==> src/design/mep_pkg.sv <==
`default_nettype none
// ----------------------------------------------------------------------------
// mep_pkg
// Shared widths, codes and control types of the midpoint ellipse point
// generator.
// ----------------------------------------------------------------------------
package mep_pkg;

  localparam int COORD_BITS = 11;
  localparam int OUT_BITS   = COORD_BITS + 1;
  localparam int OFF_BITS   = COORD_BITS;
  localparam int RAD_BITS   = 10;
  localparam int SQ_BITS    = 2 * RAD_BITS;
  localparam int SLOPE_BITS = 32;
  localparam int DEC_BITS   = 46;
  localparam int DATA_BITS  = 32;
  localparam int ADDR_BITS  = 4;

  localparam int A_BITS     = OFF_BITS + 1;
  localparam int MUL_A_BITS = (SQ_BITS > A_BITS) ? SQ_BITS : A_BITS;
  localparam int MUL_B_BITS = (2 * A_BITS > SQ_BITS) ? 2 * A_BITS : SQ_BITS;
  localparam int PROD_BITS  = MUL_A_BITS + MUL_B_BITS;

  typedef enum logic [1:0] {
    REG_CENTER_X = 2'd0,
    REG_CENTER_Y = 2'd1,
    REG_RADIUS_X = 2'd2,
    REG_RADIUS_Y = 2'd3
  } reg_idx_t;

  typedef enum logic [3:0] {
    ST_IDLE,
    ST_MUL_INIT,
    ST_INIT,
    ST_STEP,
    ST_SW_AA,
    ST_SW_T1,
    ST_SW_BB,
    ST_SW_T2,
    ST_SW_T3,
    ST_SW_DEC
  } ctrl_state_t;

  typedef enum logic [2:0] {
    MUL_RX2_RY,
    MUL_AA,
    MUL_RY2_SQ,
    MUL_BB,
    MUL_RX2_SQ,
    MUL_RX2_RY2
  } mul_sel_t;

  typedef struct packed {
    logic     mul_en;
    mul_sel_t mul_sel;
    logic     load_init;
    logic     acc_load;
    logic     acc_add;
    logic     dec_switch;
    logic     step;
  } mep_cmd_t;

  typedef struct packed {
    logic active;
    logic need_switch;
  } mep_stat_t;

endpackage
`default_nettype wire

==> src/design/mep_regs.sv <==
`default_nettype none
// ----------------------------------------------------------------------------
// mep_regs
// Configuration registers on the bus port, plus registered squares of radii.
// ----------------------------------------------------------------------------
module mep_regs (
  input  wire logic                               clk,
  input  wire logic                               rst_n,
  input  wire logic                               psel,
  input  wire logic                               penable,
  input  wire logic                               pwrite,
  input  wire logic [mep_pkg::ADDR_BITS-1:0]      paddr,
  input  wire logic [mep_pkg::DATA_BITS-1:0]      pwdata,
  output logic      [mep_pkg::DATA_BITS-1:0]      prdata,
  output logic                                    pready,
  output logic      [mep_pkg::COORD_BITS-1:0]     center_x,
  output logic      [mep_pkg::COORD_BITS-1:0]     center_y,
  output logic      [mep_pkg::RAD_BITS-1:0]       radius_y,
  output logic      [mep_pkg::SQ_BITS-1:0]        radius_x_sq,
  output logic      [mep_pkg::SQ_BITS-1:0]        radius_y_sq
);
  import mep_pkg::*;

  logic [COORD_BITS-1:0] cx_r;
  logic [COORD_BITS-1:0] cy_r;
  logic [RAD_BITS-1:0]   rx_r;
  logic [RAD_BITS-1:0]   ry_r;
  logic [SQ_BITS-1:0]    rx2_r;
  logic [SQ_BITS-1:0]    ry2_r;
  logic                  wr_en;
  reg_idx_t              idx;

  assign pready = 1'b1;
  assign wr_en  = psel & penable & pwrite;
  assign idx    = reg_idx_t'(paddr[ADDR_BITS-1:2]);

  always_ff @(posedge clk) begin
    if (!rst_n) begin
      cx_r  <= '0;
      cy_r  <= '0;
      rx_r  <= '0;
      ry_r  <= '0;
      rx2_r <= '0;
      ry2_r <= '0;
    end else begin
      rx2_r <= SQ_BITS'(rx_r * rx_r);
      ry2_r <= SQ_BITS'(ry_r * ry_r);
      if (wr_en) begin
        unique case (idx)
          REG_CENTER_X: cx_r <= pwdata[COORD_BITS-1:0];
          REG_CENTER_Y: cy_r <= pwdata[COORD_BITS-1:0];
          REG_RADIUS_X: rx_r <= pwdata[RAD_BITS-1:0];
          REG_RADIUS_Y: ry_r <= pwdata[RAD_BITS-1:0];
          default: ;
        endcase
      end
    end
  end

  always_comb begin
    unique case (idx)
      REG_CENTER_X: prdata = {{(DATA_BITS-COORD_BITS){cx_r[COORD_BITS-1]}}, cx_r};
      REG_CENTER_Y: prdata = {{(DATA_BITS-COORD_BITS){cy_r[COORD_BITS-1]}}, cy_r};
      REG_RADIUS_X: prdata = DATA_BITS'(rx_r);
      REG_RADIUS_Y: prdata = DATA_BITS'(ry_r);
      default:      prdata = '0;
    endcase
  end

  assign center_x    = cx_r;
  assign center_y    = cy_r;
  assign radius_y    = ry_r;
  assign radius_x_sq = rx2_r;
  assign radius_y_sq = ry2_r;

endmodule
`default_nettype wire

==> src/design/mep_ctrl.sv <==
`default_nettype none
// ----------------------------------------------------------------------------
// mep_ctrl
// Sequencer: item handshake, restart and region-switch multiply sequences,
// result valid.
// ----------------------------------------------------------------------------
module mep_ctrl (
  input  wire logic              clk,
  input  wire logic              rst_n,
  input  wire logic              in_valid,
  input  wire logic              in_restart,
  output logic                   in_stall,
  output logic                   out_valid,
  input  wire logic              out_stall,
  input  wire mep_pkg::mep_stat_t stat,
  output mep_pkg::mep_cmd_t      cmd
);
  import mep_pkg::*;

  ctrl_state_t state_r;
  ctrl_state_t state_nxt;
  logic        out_valid_r;
  logic        out_valid_nxt;
  logic        in_acc;
  logic        out_free;

  assign in_stall = (state_r != ST_IDLE);
  assign in_acc   = in_valid & ~in_stall;
  assign out_free = ~out_valid_r | ~out_stall;

  always_comb begin
    state_nxt = state_r;
    unique case (state_r)
      ST_IDLE: begin
        if (in_acc) begin
          if (in_restart)       state_nxt = ST_MUL_INIT;
          else if (stat.active) state_nxt = ST_STEP;
        end
      end
      ST_MUL_INIT: state_nxt = ST_INIT;
      ST_INIT:     state_nxt = ST_STEP;
      ST_STEP: begin
        if (stat.need_switch) state_nxt = ST_SW_AA;
        else if (out_free)    state_nxt = ST_IDLE;
      end
      ST_SW_AA:  state_nxt = ST_SW_T1;
      ST_SW_T1:  state_nxt = ST_SW_BB;
      ST_SW_BB:  state_nxt = ST_SW_T2;
      ST_SW_T2:  state_nxt = ST_SW_T3;
      ST_SW_T3:  state_nxt = ST_SW_DEC;
      ST_SW_DEC: state_nxt = ST_STEP;
      default:   state_nxt = ST_IDLE;
    endcase
  end

  always_comb begin
    cmd = '{mul_en: 1'b0, mul_sel: MUL_RX2_RY, load_init: 1'b0, acc_load: 1'b0,
            acc_add: 1'b0, dec_switch: 1'b0, step: 1'b0};
    unique case (state_r)
      ST_MUL_INIT: begin
        cmd.mul_en  = 1'b1;
        cmd.mul_sel = MUL_RX2_RY;
      end
      ST_INIT: cmd.load_init = 1'b1;
      ST_STEP: cmd.step = ~stat.need_switch & out_free;
      ST_SW_AA: begin
        cmd.mul_en  = 1'b1;
        cmd.mul_sel = MUL_AA;
      end
      ST_SW_T1: begin
        cmd.mul_en  = 1'b1;
        cmd.mul_sel = MUL_RY2_SQ;
      end
      ST_SW_BB: begin
        cmd.acc_load = 1'b1;
        cmd.mul_en   = 1'b1;
        cmd.mul_sel  = MUL_BB;
      end
      ST_SW_T2: begin
        cmd.mul_en  = 1'b1;
        cmd.mul_sel = MUL_RX2_SQ;
      end
      ST_SW_T3: begin
        cmd.acc_add = 1'b1;
        cmd.mul_en  = 1'b1;
        cmd.mul_sel = MUL_RX2_RY2;
      end
      ST_SW_DEC: cmd.dec_switch = 1'b1;
      default: ;
    endcase
  end

  always_comb begin
    out_valid_nxt = out_valid_r;
    if (cmd.step)        out_valid_nxt = 1'b1;
    else if (!out_stall) out_valid_nxt = 1'b0;
  end

  always_ff @(posedge clk) begin
    if (!rst_n) begin
      state_r     <= ST_IDLE;
      out_valid_r <= 1'b0;
    end else begin
      state_r     <= state_nxt;
      out_valid_r <= out_valid_nxt;
    end
  end

  assign out_valid = out_valid_r;

endmodule
`default_nettype wire

==> src/design/mep_dp.sv <==
`default_nettype none
// ----------------------------------------------------------------------------
// mep_dp
// Datapath: offsets, slope terms, decision, shared multiplier and result
// register.
// ----------------------------------------------------------------------------
module mep_dp (
  input  wire logic                               clk,
  input  wire logic                               rst_n,
  input  wire mep_pkg::mep_cmd_t                  cmd,
  output mep_pkg::mep_stat_t                      stat,
  input  wire logic [mep_pkg::COORD_BITS-1:0]     center_x,
  input  wire logic [mep_pkg::COORD_BITS-1:0]     center_y,
  input  wire logic [mep_pkg::RAD_BITS-1:0]       radius_y,
  input  wire logic [mep_pkg::SQ_BITS-1:0]        radius_x_sq,
  input  wire logic [mep_pkg::SQ_BITS-1:0]        radius_y_sq,
  output logic      [mep_pkg::OUT_BITS-1:0]       x_plus,
  output logic      [mep_pkg::OUT_BITS-1:0]       x_minus,
  output logic      [mep_pkg::OUT_BITS-1:0]       y_plus,
  output logic      [mep_pkg::OUT_BITS-1:0]       y_minus,
  output logic                                    region,
  output logic                                    last_point
);
  import mep_pkg::*;

  logic [OFF_BITS-1:0]   ox_r, ox_nxt;
  logic [OFF_BITS-1:0]   oy_r, oy_nxt;
  logic [SLOPE_BITS-1:0] sx_r, sx_nxt;
  logic [SLOPE_BITS-1:0] sy_r, sy_nxt;
  logic [DEC_BITS-1:0]   dec_r, dec_nxt;
  logic                  reg2_r;
  logic                  active_r;
  logic [PROD_BITS-1:0]  prod_r;
  logic [DEC_BITS-1:0]   acc_r;
  logic [OUT_BITS-1:0]   xp_r, xm_r, yp_r, ym_r;
  logic                  region_r, last_r;

  logic [SLOPE_BITS-1:0] sx_inc, sy_dec;
  logic [DEC_BITS-1:0]   sx_e, sy_e, rx2_e, ry2_e, prod_e;
  logic                  dec_neg, dec_zero, is_last;
  logic [OUT_BITS-1:0]   cx_e, cy_e, ox_e, oy_e;
  logic [A_BITS-1:0]     a_val, b_val;
  logic [OFF_BITS-1:0]   b_abs;
  logic [MUL_A_BITS-1:0] mul_a;
  logic [MUL_B_BITS-1:0] mul_b;

  assign sx_inc   = sx_r + SLOPE_BITS'({radius_y_sq, 1'b0});
  assign sy_dec   = sy_r - SLOPE_BITS'({radius_x_sq, 1'b0});
  assign sx_e     = DEC_BITS'(sx_inc);
  assign sy_e     = DEC_BITS'(sy_dec);
  assign rx2_e    = DEC_BITS'(radius_x_sq);
  assign ry2_e    = DEC_BITS'(radius_y_sq);
  assign prod_e   = DEC_BITS'(prod_r);
  assign dec_neg  = dec_r[DEC_BITS-1];
  assign dec_zero = (dec_r == '0);
  assign is_last  = reg2_r & (oy_r == '0);

  assign stat.active      = active_r;
  assign stat.need_switch = ~reg2_r & ~(sx_r < sy_r);

  assign cx_e = {center_x[COORD_BITS-1], center_x};
  assign cy_e = {center_y[COORD_BITS-1], center_y};
  assign ox_e = OUT_BITS'(ox_r);
  assign oy_e = OUT_BITS'({oy_r[OFF_BITS-1], oy_r});

  // region-two start terms: a = 2x+1, b = y-1
  assign a_val = {ox_r, 1'b1};
  assign b_val = {oy_r[OFF_BITS-1], oy_r} - A_BITS'(1);
  assign b_abs = b_val[A_BITS-1] ? OFF_BITS'(-b_val) : OFF_BITS'(b_val);

  always_comb begin
    case (cmd.mul_sel)
      MUL_RX2_RY: begin
        mul_a = MUL_A_BITS'(radius_x_sq);
        mul_b = MUL_B_BITS'(radius_y);
      end
      MUL_AA: begin
        mul_a = MUL_A_BITS'(a_val);
        mul_b = MUL_B_BITS'(a_val);
      end
      MUL_RY2_SQ: begin
        mul_a = MUL_A_BITS'(radius_y_sq);
        mul_b = prod_r[MUL_B_BITS-1:0];
      end
      MUL_BB: begin
        mul_a = MUL_A_BITS'(b_abs);
        mul_b = MUL_B_BITS'(b_abs);
      end
      MUL_RX2_SQ: begin
        mul_a = MUL_A_BITS'(radius_x_sq);
        mul_b = prod_r[MUL_B_BITS-1:0];
      end
      MUL_RX2_RY2: begin
        mul_a = MUL_A_BITS'(radius_x_sq);
        mul_b = MUL_B_BITS'(radius_y_sq);
      end
      default: begin
        mul_a = '0;
        mul_b = '0;
      end
    endcase
  end

  always_comb begin
    ox_nxt  = ox_r;
    oy_nxt  = oy_r;
    sx_nxt  = sx_r;
    sy_nxt  = sy_r;
    dec_nxt = dec_r;
    if (!reg2_r) begin
      ox_nxt = ox_r + OFF_BITS'(1);
      sx_nxt = sx_inc;
      if (dec_neg) begin
        dec_nxt = dec_r + ((sx_e + ry2_e) << 2);
      end else begin
        oy_nxt  = oy_r - OFF_BITS'(1);
        sy_nxt  = sy_dec;
        dec_nxt = dec_r + ((sx_e - sy_e + ry2_e) << 2);
      end
    end else begin
      oy_nxt = oy_r - OFF_BITS'(1);
      sy_nxt = sy_dec;
      if (!dec_neg && !dec_zero) begin
        dec_nxt = dec_r + ((rx2_e - sy_e) << 2);
      end else begin
        ox_nxt  = ox_r + OFF_BITS'(1);
        sx_nxt  = sx_inc;
        dec_nxt = dec_r + ((sx_e - sy_e + rx2_e) << 2);
      end
    end
  end

  always_ff @(posedge clk) begin
    if (!rst_n) begin
      active_r <= 1'b0;
      reg2_r   <= 1'b0;
    end else if (cmd.load_init) begin
      active_r <= 1'b1;
      reg2_r   <= 1'b0;
    end else if (cmd.dec_switch) begin
      reg2_r <= 1'b1;
    end else if (cmd.step && is_last) begin
      active_r <= 1'b0;
    end
  end

  always_ff @(posedge clk) begin
    if (cmd.mul_en)   prod_r <= PROD_BITS'(mul_a * mul_b);
    if (cmd.acc_load) acc_r  <= prod_e;
    else if (cmd.acc_add) acc_r <= acc_r + (prod_e << 2);
    if (cmd.load_init) begin
      ox_r  <= '0;
      oy_r  <= OFF_BITS'(radius_y);
      sx_r  <= '0;
      sy_r  <= SLOPE_BITS'({prod_r, 1'b0});
      dec_r <= (ry2_e << 2) - (prod_e << 2) + rx2_e;
    end else if (cmd.dec_switch) begin
      dec_r <= acc_r - (prod_e << 2);
    end else if (cmd.step) begin
      ox_r  <= ox_nxt;
      oy_r  <= oy_nxt;
      sx_r  <= sx_nxt;
      sy_r  <= sy_nxt;
      dec_r <= dec_nxt;
    end
    if (cmd.step) begin
      xp_r     <= cx_e + ox_e;
      xm_r     <= cx_e - ox_e;
      yp_r     <= cy_e + oy_e;
      ym_r     <= cy_e - oy_e;
      region_r <= reg2_r;
      last_r   <= is_last;
    end
  end

  assign x_plus     = xp_r;
  assign x_minus    = xm_r;
  assign y_plus     = yp_r;
  assign y_minus    = ym_r;
  assign region     = region_r;
  assign last_point = last_r;

endmodule
`default_nettype wire

==> src/design/midpoint_ellipse_points.sv <==
`default_nettype none
// ----------------------------------------------------------------------------
// midpoint_ellipse_points
// Midpoint outline generator for an axis-aligned ellipse: one item yields the
// four symmetric points of one iteration.
// ----------------------------------------------------------------------------
//  channel | ports                                | payload
//  --------+--------------------------------------+-------------------------
//  in      | in_valid, in_stall                   | in_restart
//  out     | out_valid, out_stall                 | out_x_plus, out_x_minus,
//          |                                      | out_y_plus, out_y_minus,
//          |                                      | out_region, out_last_point
//  cfg     | psel, penable, pwrite, pready        | paddr, pwdata, prdata
//
// An advance is accepted, then takes one step of the adders.
// A restart adds one pass of the shared multiplier and the load.
// Entering region two adds the check, five products on the shared
// multiplier and the decision load.
// An advance with no active outline gives no item.
// The result register holds while out_stall is high; the next step waits.
// Reset (synchronous) clears the control and configuration registers; the block idles until a restart.
// ----------------------------------------------------------------------------
module midpoint_ellipse_points (
  input  wire logic                                 clk,
  input  wire logic                                 rst_n,
  input  wire logic                                 in_valid,
  output logic                                      in_stall,
  input  wire logic                                 in_restart,
  output logic                                      out_valid,
  input  wire logic                                 out_stall,
  output logic signed [mep_pkg::OUT_BITS-1:0]       out_x_plus,
  output logic signed [mep_pkg::OUT_BITS-1:0]       out_x_minus,
  output logic signed [mep_pkg::OUT_BITS-1:0]       out_y_plus,
  output logic signed [mep_pkg::OUT_BITS-1:0]       out_y_minus,
  output logic                                      out_region,
  output logic                                      out_last_point,
  input  wire logic                                 psel,
  input  wire logic                                 penable,
  input  wire logic                                 pwrite,
  input  wire logic [mep_pkg::ADDR_BITS-1:0]        paddr,
  input  wire logic [mep_pkg::DATA_BITS-1:0]        pwdata,
  output logic      [mep_pkg::DATA_BITS-1:0]        prdata,
  output logic                                      pready
);
  import mep_pkg::*;

  logic [COORD_BITS-1:0] center_x, center_y;
  logic [RAD_BITS-1:0]   radius_y;
  logic [SQ_BITS-1:0]    radius_x_sq, radius_y_sq;
  logic [OUT_BITS-1:0]   x_plus, x_minus, y_plus, y_minus;
  mep_cmd_t              cmd;
  mep_stat_t             stat;

  mep_regs u_regs (
    .clk         (clk),
    .rst_n       (rst_n),
    .psel        (psel),
    .penable     (penable),
    .pwrite      (pwrite),
    .paddr       (paddr),
    .pwdata      (pwdata),
    .prdata      (prdata),
    .pready      (pready),
    .center_x    (center_x),
    .center_y    (center_y),
    .radius_y    (radius_y),
    .radius_x_sq (radius_x_sq),
    .radius_y_sq (radius_y_sq)
  );

  mep_ctrl u_ctrl (
    .clk        (clk),
    .rst_n      (rst_n),
    .in_valid   (in_valid),
    .in_restart (in_restart),
    .in_stall   (in_stall),
    .out_valid  (out_valid),
    .out_stall  (out_stall),
    .stat       (stat),
    .cmd        (cmd)
  );

  mep_dp u_dp (
    .clk         (clk),
    .rst_n       (rst_n),
    .cmd         (cmd),
    .stat        (stat),
    .center_x    (center_x),
    .center_y    (center_y),
    .radius_y    (radius_y),
    .radius_x_sq (radius_x_sq),
    .radius_y_sq (radius_y_sq),
    .x_plus      (x_plus),
    .x_minus     (x_minus),
    .y_plus      (y_plus),
    .y_minus     (y_minus),
    .region      (out_region),
    .last_point  (out_last_point)
  );

  assign out_x_plus  = x_plus;
  assign out_x_minus = x_minus;
  assign out_y_plus  = y_plus;
  assign out_y_minus = y_minus;

endmodule
`default_nettype wire

==> config.mk <==
export PLATFORM = sky130hd
export DESIGN_NAME = midpoint_ellipse_points
export DESIGN_NICKNAME = d
export VERILOG_FILES = /design/src/design/mep_pkg.sv /design/src/design/mep_regs.sv /design/src/design/mep_ctrl.sv /design/src/design/mep_dp.sv /design/src/design/midpoint_ellipse_points.sv
export SDC_FILE = /design/constraint.sdc
export NUM_CORES = 2
export LEC_CHECK = 0
export BUFFER_PORTS_ARGS = -buffer_cell sky130_fd_sc_hd__buf_2
export CORE_ASPECT_RATIO = 1.4
export CORE_MARGIN = 5
export CORE_UTILIZATION = 50
export DETAILED_ROUTE_END_ITERATION = 10
export PLACE_DENSITY = 0.71
export SLEW_MARGIN = 30
export SYNTH_ARGS = -nofsm -noshare
export SYNTH_HDL_FRONTEND = slang
export SYNTH_HIERARCHICAL = 1
export SYNTH_SLANG_ARGS = --single-unit
export TNS_END_PERCENT = 50
==> constraint.sdc <==
create_clock -name clk -period 12.35 [get_ports clk]
set_input_delay 1.235 -clock clk [delete_from_list [all_inputs] [get_ports clk]]
set_output_delay 1.235 -clock clk [all_outputs]
set_load 0.02 [all_outputs]
==> impl_results.md <==
* I/O Buffers at 104
* Core ar. at 0.112 mm^2
* Max_cap viols at 0
* Number of instances resized during post-cts repair at 0
* Cell at the slowest stage of the critical path: sky130_fd_sc_hd__nor2b_1
* Flip-flop and latch count after synthesis at 355
* CP dominant cell by count: sky130_fd_sc_hd__fa_1
* Max-slew violation count at 0
* Hold bufs inserted after CTS at 0
* Type of element launching the critical path: flop
* Number of design-rule violations left by the first detailed-router iteration at 4287
* Critical path arrival at 11.47 ns
* Areal power density over the cells at 81.6 mW/mm^2
* Pin count of the biggest net entering global routing at 69
* Clock Sink Count at 355
* CTS max path bufs at 3
* EDFF count, synth at 223
* Overall power at 4.87 mW
* Final Cell Area at 0.0597 mm^2
* Number of placed I/O pins at 129
* Async set or reset register ratio after synthesis at 0%
* Synth warn at 6
* Worst Path Max Fanout at 20
* Area of the die at 0.119 mm^2
* Post-Syn Area per Cell at 8.28 um^2
* Final hold viol count at 0
* P_leak at 28.3 nW
* Remaining antenna violation count after routing at 0
* Wire length per cell after detailed routing at 21.0 um
* Area Growth Syn to Fin at 6.14%
* Achievable clock frequency at 0.0897 GHz
* Slew at the pin closest to its max-slew limit at 1.03 ns
* Setup Skew at 0.0464 ns
* Leading post-synthesis cells by instance count: sky130_fd_sc_hd__inv_1, sky130_fd_sc_hd__nand2_1, sky130_fd_sc_hd__ha_1
* Final WL at 173000 um
* Seq/Total Area, Yosys at 16.6%
* CTS clk-pin slew, worst paths at 0.07 ns
* Detailed-route vias per instance at 6.00
* Final critical-path share of the clock period at 90.2%
* Effective utilization at floorplan at 50.4%
* Count of endpoints failing setup in the final report at 0
* Run status: complete, no violations
* Half-perimeter wire length after detailed placement at 139000 um
* Post-synth cell types at 106
* Most used standard cell by instance count after synthesis: sky130_fd_sc_hd__inv_1
* Most used DFF post-synth: sky130_fd_sc_hd__edfxtp_1
* Final weighted congestion of routability-driven global placement at 0.997
* Reg power frac at 30.8%
* Switching portion of total power at 39.2%
* Number of global-route vias before repair at 50400
* Type of the worst min-delay path: flop to flop
* Antenna violations before repair at 0
* Wire length of the first global-routing pass at 271000 um
* Number of cells produced by synthesis at 6795
* Cell taking the most area after synthesis: sky130_fd_sc_hd__fa_1
* Clock tree from TritonCTS: built
* Netlist area before placement at 0.0563 mm^2
* Total congestion overflow after global routing at 0
* Biggest cell delay along the critical path at 0.75 ns
* Design internal power at 2.96 mW
* Category of the most critical setup path: flop to flop
* Comb power frac at 42.1%
* Tmin final at 11.14 ns
* Placement Setup Slack at 1.38 ns
* H-tree depth reported by CTS at 2
* Number of vias after detailed routing at 49600
* Largest cells by area after synthesis: sky130_fd_sc_hd__fa_1, sky130_fd_sc_hd__ha_1, sky130_fd_sc_hd__edfxtp_1
* Share of Yosys cell area claimed by the top area cell type at 18.4%
* Unrepaired setup endpoints after global routing: false
* TritonCTS Buffers at 42
* Number of nets in the layout at 7940
* Die width at 294 um
* Total GRT Usage at 28.4%
* Number of setup buffers added after CTS at 0
* Source-to-sink clock delay at the later pin of the worst-skew pair at 0.63 ns
* Clock power frac at 27.1%
* Worst Setup End Kind: flop
* Max transition margin at 30.8%
* First-pass DRT Iterations at 6
* Data required time of the worst path at 12.68 ns
* Placed Area at 0.0583 mm^2
* Worst-case vdd ir drop at 0.111 mV
* Row count at 145
* Die boundary height at 407 um
* Final worst setup slack at 1.21 ns
* Diodes inserted at 0
* Ratio of cells with drive above 1 in the final layout at 5.45%
* End-of-flow core utilization at 53.4%
* Sum of negative setup slack at 0 ns
* Drt drc at 0
* Net switching power figure at 1.91 mW
* Library cell used as clock root buffer: sky130_fd_sc_hd__clkbuf_16
## worst max-delay path: cells and delay by family (launching register included)
family	cells	cell delay (ns)
DFF	1	0.45
xor gates and xnor gates	2	0.62
buffers and inverters	6	0.52
adders and majority gates	8	4.00
and+or+nand+nor	6	2.42
AOI/OAI and AO/OA	9	2.83
## sequential cells by signal, indices dropped and copies added (netlist names), 4 cells and up
register	cells
u_ctrl/state_r	4
u_dp/acc_r	46
u_dp/dec_r	46
u_dp/ox_r	11
u_dp/oy_r	11
u_dp/prod_r	44
u_dp/sx_r	31
u_dp/sy_r	31
u_dp/x_minus	11
u_dp/x_plus	12
u_dp/y_minus	11
u_dp/y_plus	12
u_regs/center_x	11
u_regs/center_y	11
u_regs/radius_x_sq	19
u_regs/radius_y	10
u_regs/radius_y_sq	19
u_regs/rx_r	10
## cell type report
| cell class | count | area (um^2) |
|---|---|---|
| clock buffer | 54 | 1210 |
| clock inverter | 23 | 215 |
| fill | 10400 | 52000 |
| inverter | 934 | 3510 |
| multi-input combinational | 5219 | 42400 |
| sequential | 355 | 9340 |
| tap | 1470 | 1840 |
| timing repair buffer | 200 | 1240 |
## routing by layer
metal	global-route usage, %	up-vias	wire length (um)
met5	0	-	0
met3	3.10	568	11000
met2	50.1	1912	84000
met4	15.5	0	11600
met1	33.9	24200	66800
li1	-	22900	-
## cell usage in the layout, fill, tap and decap left out, types with 96 or more instances in the layout
cell                       synthesis  routed
sky130_fd_sc_hd__a21o_1          174     174
sky130_fd_sc_hd__a21oi_1         456     453
sky130_fd_sc_hd__and2_1          107     107
sky130_fd_sc_hd__buf_2            10     104
sky130_fd_sc_hd__buf_4            30      96
sky130_fd_sc_hd__dfxtp_1         132     131
sky130_fd_sc_hd__edfxtp_1        223     223
sky130_fd_sc_hd__fa_1            518     518
sky130_fd_sc_hd__ha_1            626     626
sky130_fd_sc_hd__inv_1           932     930
sky130_fd_sc_hd__nand2_1         711     711
sky130_fd_sc_hd__nor2_1          606     601
sky130_fd_sc_hd__o21ai_0         287     282
sky130_fd_sc_hd__xnor2_1         311     311
sky130_fd_sc_hd__xor2_1          123     123
## path summary, 6_finish.rpt
kind / start / to / slack, ns / depth (start not counted)
setup / recovery: u_ctrl/state_r[1]$_SDFFE_PN0P_ / u_dp/prod_r[42]$_DFFE_PP_ / 1.21 / 31
hold / removal: u_dp/sx_r[10]$_SDFFE_PP0P_ / u_dp/sx_r[10]$_SDFFE_PP0P_ / 0.48 / 2
setup reg to reg: u_ctrl/state_r[1]$_SDFFE_PN0P_ / u_dp/prod_r[42]$_DFFE_PP_ / 1.21 / 31
hold reg to reg: u_dp/sx_r[10]$_SDFFE_PP0P_ / u_dp/sx_r[10]$_SDFFE_PP0P_ / 0.48 / 2
## kinds of logic after synthesis
kind of cell / Yosys count / synth area share [%]
xor gates and xnor gates: 434 / 6.75
other: 2 / 0.0133
buffers and inverters: 1222 / 8.39
and+or+nand+nor: 2027 / 16.6
adders and majority gates: 1144 / 32.3
AOI/OAI and AO/OA: 1538 / 17.8
DFF: 355 / 16.6
muxes: 73 / 1.54
## power groups by stage
stage	clock network (mW)	registers (mW)	logic (mW)
floorplan	0	1.49	1.55
global placement	0	1.52	1.96
detailed placement	0	1.52	1.99
CTS	1.34	1.50	2.01
global route	1.38	1.51	2.25
finish	1.32	1.50	2.05
## per-stage QoR
| stage | cells | hold slack (ns) |
|---|---|---|
| detailed placement | 8178 | 0.473 |
| global placement | 8177 | 0.455 |
| floorplan | 6796 | 0.406 |
| finish | 8255 | 0.480 |
| CTS | 8255 | 0.482 |
| global route | 8255 | 0.506 |
Power figures use the tool's default switching activity.
